## src/hdl/tsi_pkg.sv

```systemverilog
package tsi_pkg;

  localparam int unsigned CFG_IDX_W = 3;

  localparam logic [CFG_IDX_W-1:0] REG_CRUISE_SPEED = 3'd0;
  localparam logic [CFG_IDX_W-1:0] REG_SPEED_LIMIT  = 3'd1;
  localparam logic [CFG_IDX_W-1:0] REG_ACCEL_RATE   = 3'd2;
  localparam logic [CFG_IDX_W-1:0] REG_INTERVAL_US  = 3'd3;
  localparam logic [CFG_IDX_W-1:0] REG_MIN_LENGTH   = 3'd4;

  localparam logic [31:0] RST_CRUISE_SPEED = 32'd6553600;
  localparam logic [30:0] RST_SPEED_LIMIT  = 31'd19660800;
  localparam logic [30:0] RST_ACCEL_RATE   = 31'd65536000;
  localparam logic [19:0] RST_INTERVAL_US  = 20'd10000;
  localparam logic [30:0] RST_MIN_LENGTH   = 31'd655;

  localparam logic [63:0] US_PER_S = 64'd1000000;
  localparam logic [63:0] HALF_US2 = 64'd2000000000000;

  typedef struct packed {
    logic [31:0] cruise_speed;
    logic [30:0] speed_limit;
    logic [30:0] accel_rate;
    logic [19:0] interval_us;
    logic [30:0] min_length;
  } tsi_cfg_t;

  typedef enum logic [1:0] {
    ALU_MUL,
    ALU_DIV,
    ALU_SQRT
  } alu_op_e;

  typedef struct packed {
    logic           start;
    alu_op_e        op;
    logic [127:0]   opa;
    logic [63:0]    opb;
  } tsi_alu_req_t;

endpackage

```

## src/hdl/tsi_regs.sv

```systemverilog
module tsi_regs (
  input  logic                          clk_i,
  input  logic                          rst_ni,
  input  logic                          cfg_valid_i,
  output logic                          cfg_ready_o,
  input  logic [tsi_pkg::CFG_IDX_W-1:0] cfg_index_i,
  input  logic [31:0]                   cfg_data_i,
  output tsi_pkg::tsi_cfg_t             cfg_o
);

  tsi_pkg::tsi_cfg_t cfg_q;

  assign cfg_ready_o = 1'b1;
  assign cfg_o       = cfg_q;

  always_ff @(posedge clk_i or negedge rst_ni) begin
    if (!rst_ni) begin
      cfg_q.cruise_speed <= tsi_pkg::RST_CRUISE_SPEED;
      cfg_q.speed_limit  <= tsi_pkg::RST_SPEED_LIMIT;
      cfg_q.accel_rate   <= tsi_pkg::RST_ACCEL_RATE;
      cfg_q.interval_us  <= tsi_pkg::RST_INTERVAL_US;
      cfg_q.min_length   <= tsi_pkg::RST_MIN_LENGTH;
    end else if (cfg_valid_i) begin
      unique case (cfg_index_i)
        tsi_pkg::REG_CRUISE_SPEED: cfg_q.cruise_speed <= cfg_data_i;
        tsi_pkg::REG_SPEED_LIMIT:  cfg_q.speed_limit  <= cfg_data_i[30:0];
        tsi_pkg::REG_ACCEL_RATE:   cfg_q.accel_rate   <= cfg_data_i[30:0];
        tsi_pkg::REG_INTERVAL_US:  cfg_q.interval_us  <= cfg_data_i[19:0];
        tsi_pkg::REG_MIN_LENGTH:   cfg_q.min_length   <= cfg_data_i[30:0];
        default: ;
      endcase
    end
  end

endmodule

```

## config.mk

```make
export PLATFORM = sky130hd
export DESIGN_NAME = tsi_regs
export DESIGN_NICKNAME = d
export VERILOG_FILES = /design/src/hdl/tsi_pkg.sv /design/src/hdl/tsi_regs.sv
export SDC_FILE = /design/constraint.sdc
export NUM_CORES = 1
export LEC_CHECK = 0
export BUFFER_PORTS_ARGS = -buffer_cell sky130_fd_sc_hd__buf_2
export CORE_UTILIZATION = 36
export DETAILED_ROUTE_END_ITERATION = 6
export GPL_TIMING_DRIVEN = 0
export PLACE_DENSITY = 0.58
export SLEW_MARGIN = 20
export SYNTH_ARGS = -nofsm -noshare
export SYNTH_HDL_FRONTEND = slang
export SYNTH_SLANG_ARGS = --single-unit
```

## constraint.sdc

```tcl
create_clock -name clk_i -period 1.6 [get_ports clk_i]
set_input_delay 0.08 -clock clk_i [delete_from_list [all_inputs] [get_ports clk_i]]
set_output_delay 0.08 -clock clk_i [all_outputs]
set_load 0.03 [all_outputs]
```

==> results.md <==
* Layout net count at 584
* Failing checks: DRC
* Sw Ratio at between 30% and 40%
* Total GRT Usage at 17.88%
* Ports at 184
* Clock skew at 0 ps
* Syn Area/Cell at between 15 and 20 µm²
* Clk buf depth at 2
* Max frequency at 810.4 MHz
* Sequential power share at around two fifths
* WHS at between 100 and 150 ps
* Period utilization at around 77%
* Routed Antenna Nets at 0
* Critical R2R Capture: cfg_o[140]
* Cell Int Power at around 0.0083 W
* Setup bufs post-CTS at 0
* Drt total wl at 12.97 mm
* Avg Vias per Cell at 4.715
* Fin area at 0.007597 mm²
* Core area at 0.01470 mm²
* Post-synth cell types at 12
* Die area at ~0.016 mm²
* GP Congestion at around 0.76
* Worst Setup EP: cfg_o[75]
* Total number of H-tree levels at 4
* Least-Margin Pin Slew at 535.5 ps
* Resized Gates After CTS at 0
* Unrepaired setup endpoints after global routing: false
* CP Buf/Inv Count at 1
* PwrDens at 1652 mW/mm²
* Worst path top cell family by delay: flip-flops
* Post-DP HPWL at 8.641 mm
* Worst Setup End Kind: output port
* # rows at 44
* Clock Latency Late Sink at 420 ps
* CP Cell Sequence: buf_2
* Starting DRT DRC Count at 108
* Max-cap violations at 0
* Post-CTS Hold Buffers at 33
* Crit path time final at 1234 ps
* Synth top area share at a little under three fifths
* Fin. max-slew vios at 0
* Most common flop cell mapped by yosys: dfrtp_1
* Worst r2r src: cfg_o[140]
* Initial antenna violation count at 0
* YS warnings at 0
* Synth Net Count at 349
* Seq cells post-synth at between 100 and 150
* Initial Util at 37.39%
* Avg WL per Cell at 17.45 µm
* Combinational power share at just under 30%
* Vias in the first global route at roughly 3800
* Proportion of layout cells with a drive suffix above 1 at 69.77%
* Worst setup startpoint: cfg_o[75]
* Diodes inserted at 0
* Number of fill cells in the layout at 1277
* Global route overflow at 0
* Clk pin slew, worst setup/hold paths at roughly 60 ps
* Cells after Synth at between 300 and 400
* R2R Setup Slk at around 820 ps
* TritonCTS buffer count at 17
* Area growth from synthesis to layout at 38.25%
* Drt drc at 11
* Synth cell count leaders: 136 x mux2_2, 121 x dfrtp_1, 24 x dfstp_2
* Crit Path Max Fanout at 2
* Leak at around 3.6 nW
* HP Class: primary input to flop
* Die Height at 125.6 µm
* EDFF count, synth at 0
* Placed instance area at ~0.0067 mm²
* Switching power at 0.004268 W
* Max rail drop VDD at 0.0007228 V
* Endpoints failing setup at 0
* Synthesized area at 0.005495 mm²
* CTS tree: done
* WS Path Type: flop to output port
* R2R depth at 1
* Crit path arrival time at 1150 ps
* Root buffer cell: clkbuf_16
* Path length in cells of the critical path at 1
* DR vias at between 3000 and 4000
* Top-count cell post-synth: mux2_2
* Critical path's largest stage delay at approximately 530 ps
* Slowest stage cell on the critical path: dfstp_2
* First-pass GRT wire length at 21.15 mm
* Largest register FFs at between 100 and 150
* Status: complete, but fails checks
* Worst EP required at 1520 ps
* Fin. Hold Viols at 0
* Power share of the clock group at 31.2%
* Drt pass-1 iters at 6
* Startpoint Class: flop
* Worst relative slew slack at 64.30%
* Clock sinks at 145
* # port buffers at 182
* Dominant cell type by area after synthesis: dfrtp_1
* Post-synthesis async set-or-reset flop share at between 90% and 100%
* Register area share after synthesis at 66.58%
* Pin count of the biggest net entering global routing at 76
* Ranking of synthesized cells by area: dfrtp_1 55%, mux2_2 28%, dfstp_2 11%, mux2_1 1.8%, buf_6 1.2%
* Die width at 125.6 µm
## cells by family (layout without fill, tap and decap cells)
group / count (synthesis) / count (layout) / share of synthesized area, %
buffers and inverters: 15 / 263 / 2.368
other: 1 / 1 / 0.06824
flip-flops: 145 / 145 / 66.58
AND/OR/NAND/NOR: 5 / 5 / 1.275
multiplexers: 145 / 145 / 29.71
## final cells by class
class	count	area [µm²]	area share, %
buffer	15	130.1	1.713
timing repair buffer	216	1279	16.83
clock buffer	23	488.0	6.423
tap	184	230.2	3.030
multi-input combinational	151	1707	22.46
sequential	145	3659	48.16
clock inverter	9	105.1	1.383
## cell usage in the layout, fill, tap and decap left out, types with 2 or more instances in the layout
cell type,instances
bufinv_16,2
dlygate4sd3_1,33
clkbuf_8,4
dfstp_2,24
clkinv_2,3
mux2_2,136
clkbuf_16,17
clkbuf_1,2
clkinvlp_4,4
mux2_1,9
buf_2,183
and4bb_1,2
buf_4,7
buf_6,6
dfrtp_1,121
## through the flow
| step | instances | setup TNS [ps] | total power (W) | worst slack (ps) | util (%) |
|---|---|---|---|---|---|
| 2_1_floorplan | 311 | 0 | 0.007437 | 471.8 | - |
| 3_3_place_gp | 677 | -199400 | 0.008586 | -1519 | 45.15 |
| 3_5_place_dp | 678 | 0 | 0.008670 | 134.1 | 45.40 |
| 4_1_cts | 743 | 0 | 0.01271 | 344.8 | 51.69 |
| 5_1_grt | 743 | 0 | 0.01314 | 313.3 | 51.69 |
| 6_report | 743 | 0 | 0.01255 | 366.1 | 51.69 |
## routing by layer
metal	GRT usage (%)	share of wire [%]	vias up
li1	-	-	1585
met1	21.24	42	1779
met2	28.20	48	121
met3	7.445	7.8	18
met4	8.250	2.3	0
met5	0	0	-
## worst min path at each step
stage                   start         end  slack, ps  depth (start not counted)
2_1_floorplan          rst_ni  cfg_o[102]       -220                          0
3_3_place_gp   cfg_data_i[31]  cfg_o[144]        320                          2
3_5_place_dp           rst_ni   cfg_o[53]         80                          1
4_1_cts        cfg_index_i[2]  cfg_o[134]        120                          3
5_1_grt        cfg_index_i[2]  cfg_o[134]        130                          3
6_report       cfg_index_i[2]  cfg_o[134]        130                          3
## power by group through the flow
stage	Clock (W)	Sequential, W	Combinational (W)
floorplan	0	0.00668	0.000761
global placement	0	0.00499	0.00360
detailed placement	0	0.00502	0.00365
CTS	0.00402	0.00498	0.00372
global route	0.00419	0.00509	0.00387
finish	0.00391	0.00496	0.00367
No activity file was read; power rests on OpenSTA's default activity.
