==> src/hdl/tsi_pkg.sv <==
package tsi_pkg;

  localparam int unsigned CFG_IDX_W = 3;

  localparam logic [CFG_IDX_W-1:0] REG_CRUISE_SPEED = 3'd0;
  localparam logic [CFG_IDX_W-1:0] REG_SPEED_LIMIT  = 3'd1;
  localparam logic [CFG_IDX_W-1:0] REG_ACCEL_RATE   = 3'd2;
  localparam logic [CFG_IDX_W-1:0] REG_INTERVAL_US  = 3'd3;
  localparam logic [CFG_IDX_W-1:0] REG_MIN_LENGTH   = 3'd4;

  localparam logic [31:0] RST_CRUISE_SPEED = 32'd6553600;
  localparam logic [30:0] RST_SPEED_LIMIT  = 31'd19660800;
  localparam logic [30:0] RST_ACCEL_RATE   = 31'd65536000;
  localparam logic [19:0] RST_INTERVAL_US  = 20'd10000;
  localparam logic [30:0] RST_MIN_LENGTH   = 31'd655;

  localparam logic [63:0] US_PER_S = 64'd1000000;
  localparam logic [63:0] HALF_US2 = 64'd2000000000000;

  typedef struct packed {
    logic [31:0] cruise_speed;
    logic [30:0] speed_limit;
    logic [30:0] accel_rate;
    logic [19:0] interval_us;
    logic [30:0] min_length;
  } tsi_cfg_t;

  typedef enum logic [1:0] {
    ALU_MUL,
    ALU_DIV,
    ALU_SQRT
  } alu_op_e;

  typedef struct packed {
    logic           start;
    alu_op_e        op;
    logic [127:0]   opa;
    logic [63:0]    opb;
  } tsi_alu_req_t;

endpackage

==> src/hdl/tsi_alu.sv <==
module tsi_alu (
  input  logic                  clk_i,
  input  logic                  rst_ni,
  input  tsi_pkg::tsi_alu_req_t req_i,
  output logic [127:0]          res_o,
  output logic                  done_o
);

  localparam logic [6:0] DIV_LAST  = 7'd127;
  localparam logic [6:0] SQRT_LAST = 7'd33;

  logic             busy_q;
  logic             done_q;
  tsi_pkg::alu_op_e op_q;
  logic [6:0]       cnt_q;

  logic [127:0] m_acc_q, m_cand_q;
  logic [63:0]  m_plier_q;
  logic [127:0] d_quo_q;
  logic [63:0]  d_rem_q, d_div_q;
  logic [67:0]  s_rad_q;
  logic [37:0]  s_rem_q;
  logic [33:0]  s_root_q;

  logic [64:0]  d_r2;
  logic         d_ge;
  logic [64:0]  d_diff;
  logic [37:0]  s_r2, s_trial;
  logic         s_ge;
  logic         finish;

  assign d_r2    = {d_rem_q, d_quo_q[127]};
  assign d_ge    = d_r2 >= {1'b0, d_div_q};
  assign d_diff  = d_r2 - {1'b0, d_div_q};
  assign s_r2    = {s_rem_q[35:0], s_rad_q[67:66]};
  assign s_trial = {2'b00, s_root_q, 2'b01};
  assign s_ge    = s_r2 >= s_trial;

  always_comb begin
    unique case (op_q)
      tsi_pkg::ALU_MUL:  finish = (m_plier_q == '0);
      tsi_pkg::ALU_DIV:  finish = (cnt_q == DIV_LAST);
      tsi_pkg::ALU_SQRT: finish = (cnt_q == SQRT_LAST);
      default:           finish = 1'b1;
    endcase
  end

  always_comb begin
    unique case (op_q)
      tsi_pkg::ALU_MUL:  res_o = m_acc_q;
      tsi_pkg::ALU_DIV:  res_o = (|d_quo_q[127:64]) ? {64'd0, {64{1'b1}}}
                                                    : {64'd0, d_quo_q[63:0]};
      tsi_pkg::ALU_SQRT: res_o = {94'd0, s_root_q};
      default:           res_o = '0;
    endcase
  end

  assign done_o = done_q;

  always_ff @(posedge clk_i or negedge rst_ni) begin
    if (!rst_ni) begin
      busy_q <= 1'b0;
      done_q <= 1'b0;
      op_q   <= tsi_pkg::ALU_MUL;
      cnt_q  <= '0;
    end else begin
      done_q <= 1'b0;
      if (req_i.start) begin
        busy_q <= 1'b1;
        op_q   <= req_i.op;
        cnt_q  <= '0;
      end else if (busy_q) begin
        cnt_q <= cnt_q + 7'd1;
        if (finish) begin
          busy_q <= 1'b0;
          done_q <= 1'b1;
        end
      end
    end
  end

  always_ff @(posedge clk_i) begin
    if (req_i.start) begin
      m_acc_q   <= '0;
      m_cand_q  <= {64'd0, req_i.opa[63:0]};
      m_plier_q <= req_i.opb;
      d_quo_q   <= req_i.opa;
      d_rem_q   <= '0;
      d_div_q   <= req_i.opb;
      s_rad_q   <= req_i.opa[67:0];
      s_rem_q   <= '0;
      s_root_q  <= '0;
    end else if (busy_q) begin
      unique case (op_q)
        tsi_pkg::ALU_MUL: begin
          if (m_plier_q != '0) begin
            if (m_plier_q[0]) m_acc_q <= m_acc_q + m_cand_q;
            m_cand_q  <= {m_cand_q[126:0], 1'b0};
            m_plier_q <= {1'b0, m_plier_q[63:1]};
          end
        end
        tsi_pkg::ALU_DIV: begin
          d_rem_q <= d_ge ? d_diff[63:0] : d_r2[63:0];
          d_quo_q <= {d_quo_q[126:0], d_ge};
        end
        tsi_pkg::ALU_SQRT: begin
          s_rem_q  <= s_ge ? (s_r2 - s_trial) : s_r2;
          s_root_q <= {s_root_q[32:0], s_ge};
          s_rad_q  <= {s_rad_q[65:0], 2'b00};
        end
        default: ;
      endcase
    end
  end

endmodule

==> config.mk <==
export PLATFORM = sky130hd
export DESIGN_NAME = tsi_alu
export DESIGN_NICKNAME = d
export VERILOG_FILES = /design/src/hdl/tsi_pkg.sv /design/src/hdl/tsi_alu.sv
export SDC_FILE = /design/constraint.sdc
export NUM_CORES = 2
export LEC_CHECK = 0
export ABC_AREA = 1
export BUFFER_PORTS_ARGS = -buffer_cell sky130_fd_sc_hd__buf_2
export CAP_MARGIN = 10
export CORE_ASPECT_RATIO = 1.25
export CORE_UTILIZATION = 45
export DETAILED_ROUTE_END_ITERATION = 12
export PLACE_DENSITY_LB_ADDON = 0.2
export SLEW_MARGIN = 15
export SYNTH_ARGS = -nofsm -noshare
export SYNTH_HDL_FRONTEND = slang
export SYNTH_SLANG_ARGS = --single-unit
export TNS_END_PERCENT = 10
==> constraint.sdc <==
create_clock -name clk_i -period 6.3 [get_ports clk_i]
set_input_delay 0.945 -clock clk_i [delete_from_list [all_inputs] [get_ports clk_i]]
set_output_delay 0.945 -clock clk_i [all_outputs]
set_load 0.1 [all_outputs]
==> results by group <==
GRT
  • Overall Global Routing Usage: around a third
  • Vias in the first global route: 48814
  • Total gr overflow: 0
  • Pin count of the biggest net entering global routing: 195
  • Initial antenna violation count: 7
  • First-pass GRT wire length: 295000 um

Worst setup path
  • Startpoint Class: flip-flop
  • Data arrival, critical path: 3.83 ns
  • Slowest stage cell, crit path: buf_4
  • WP buf/inv: 3
  • CP max stage delay: 0.77 ns
  • Crit-path leading delay family: buffers and inverters
  • Reg2reg setup slack: 2.31 ns
  • Worst EP required: 5.35 ns
  • CP cell instances: inv_1 -> ha_4 -> buf_4 -> nand2_1 -> a21oi_1 -> buf_2
  • Type of the worst setup path: reg2out
  • CP endpoint kind: primary output
  • CP max FO: between 60 and 70

Synthesis
  • YS warnings: 0
  • Mapped Cells: 8160
  • Cell area after synthesis: 51900 sq um
  • Synth area leaders: edfxtp_1 (22%), nand2_1 (22%), dfxtp_1 (13%)
  • Post-synthesis area per instance: 6.36 sq um
  • Syn Nets: roughly 8600
  • Yosys top cell area share: 22.5%
  • Top FF cell, synth: edfxtp_1
  • Sequential share of the synthesized area: 35.6%
  • Register bit count reported by yosys: 725
  • Post-synth EDFFs: 388
  • Post-synthesis cell type count: 52
  • Synth async-reset ratio: 1.52%
  • Post-synth top area cell: edfxtp_1

Timing
  • Final Max Slew Viols: 0
  • Clk_skew: 0.0585 ns
  • Period utilization: 75.8%
  • RSZ-0062 raised after global routing: no
  • Final min period: 4.77 ns
  • Fin. Hold Viols: 0
  • Setup WS post-layout: 1.53 ns
  • Actual slew at the worst max-slew pin: 1.21 ns
  • Finish-stage setup viols: 0
  • Setup tns final: 0 ns
  • Slew HR: 19.2%
  • Max frequency: 210 MHz

Layout
  • Area grow syn2layout: 11.0%
  • Filler Cells Inserted: 12079
  • Fin util: 50.6%
  • Most frequent cells in the layout: nand2_1 (3002), inv_1 (1645), nor2_1 (629), o21ai_0 (408), nand3_1 (403)
  • Final nets: 8815
  • Sequential Area: 18500 sq um
  • Ratio of cells with drive above 1 in the final layout: around 6.5%
  • Multi-input logic area: 26300 sq um
  • Commonest non-fill, non-tap cell in the layout: nand2_1

Power
  • Max VDD drop: 0.000246 V
  • Leak: 30.8 nW
  • Pwr dens: 277 nW/um^2
  • Final Power: 16.0 mW

Outcome
  • Status: completed

Flow run
  • Max Cap Violations: 0

Clocking
  • Clock slew at reported path FFs: 0.07 ns
  • Sink Count: 725
  • Cts hold-fix bufs: 0
  • Post-CTS sizing: 0
  • CTS buffer count: 80
  • CTS tree: built
  • CTS root buffer: clkbuf_16
  • Clock insertion delay at the later pin of the skew report: approximately 0.74 ns
  • H-tree Lvls: 3
  • Clk buf depth: 3
  • Setup bufs post-CTS: 0

Placed design
  • Post-DP HPWL: ~160000 um
  • Place WS: 2.20 ns
  • Gp weighted congestion: 1.07
  • PortBufs: 325

Drt
  • Wire per inst: around 20 um
  • Routed WL: 198000 um
  • Initial drt markers: approximately 4400
  • Vias per Instance: 5.16
  • ANT nets after route: 0
  • Via count: 51197
  • DR DRC count: 0
  • Initial DRT Pass Iterations: 5

Die
  • Height of the die: around 380 um
  • # IOs: roughly 330
  • Core area: roughly 110000 sq um
  • Die area: 117000 sq um
  • Cell Rows: 138
  • Initial Utilization: 45.6%
  • Die width: 306 um

Worst hold path
  • Hold crit path type: in2async
## synthesized netlist by cell type (6+ instances only)
library cell,number
nand3_1,403
ha_1,232
inv_2,7
a21o_1,11
nor2_2,17
o21ai_1,39
nand4_1,45
o21bai_1,17
o21a_1,92
nand2_1,3005
nand2_2,10
clkinv_1,6
nand3b_1,58
nor2_1,631
a21oi_1,319
dfxtp_1,326
nor3_1,41
inv_1,1647
o22ai_1,58
buf_2,23
a31oi_1,14
xor2_1,49
buf_4,6
dfrtp_1,11
o21ai_0,408
clkbuf_1,149
xnor2_1,66
or2_2,6
edfxtp_1,388
buf_1,18
buf_6,12
nor4_1,18
## cell families after synthesis
kind of cell	after synthesis	synth area share, %
and+or+nand+nor	4246	32.8
buffers and inverters	1869	13.8
AOI/OAI and AO/OA	971	10.2
DFF	725	35.6
adders and majority gates	234	5.67
xor gates and xnor gates	115	1.94
## flip-flops by register name, indices dropped and copies added (netlist names)
signal	cells
cnt_q	7
done_o	1
s_rem_q	36
busy_q	1
d_quo_q	128
m_acc_q	128
m_cand_q	128
d_div_q	64
op_q	2
m_plier_q	64
d_rem_q	64
s_root_q	34
s_rad_q	68
## routing by layer
layer / share of wire [%] / vias up / routed length [um] / global-route usage [%]
met3: 6.1 / 303 / 12000 / 3.78
met4: 4.3 / 4 / 8600 / 14.1
li1: - / 25601 / - / -
met1: 43 / 23647 / 84600 / 43.2
met2: 47 / 1642 / 92600 / 56.3
met5: 0.014 / - / 27 / 0
## through the flow
step	hold slack (ns)	instances	cell area, sq um
floorplan	0.418	8160	51900
detailed placement	0.441	9772	54700
finish	0.0730	9925	57600
global route	0.0872	9924	57600
global placement	0.435	9772	54700
CTS	0.0432	9921	57600
## worst paths after layout
path / end / cells past startpoint / from
max: res_o[49] / 6 / op_q[0]
min: op_q[0] / 1 / rst_ni
max reg2reg: m_plier_q[32] / 8 / op_q[0]
min reg2reg: s_rem_q[34] / 2 / s_rem_q[34]
max in group asynchronous: cnt_q[2] / 1 / rst_ni
min in group clk_i: d_div_q[56] / 1 / req_i[56]
## layout make-up
class	count	area share, %
Antenna cell	4	0.0174
Clock buffer	106	3.87
Multi-Input combinational cell	5566	45.7
Inverter	1660	10.8
Clock inverter	43	1.07
Sequential cell	725	32.0
Tap cell	1470	3.19
Timing Repair Buffer	351	3.25
## worst register-to-register path: cells and delay by family (launching register included)
family / cells / cell delay, ns
adder cells (fa/ha/maj): 1 / 0.60
buffers and inverters: 4 / 1.66
AND/OR/NAND/NOR: 3 / 0.91
flip-flops: 1 / 0.41
## where the power goes
group / switching, mW / internal, mW / leakage, nW
logic: 3.62 / 1.44 / 22.7
registers: 0.293 / 5.51 / 6.73
clock network: 2.21 / 2.88 / 1.35
total: 6.12 / 9.83 / 30.8
Note: power is estimated with default switching activity, not from simulation.
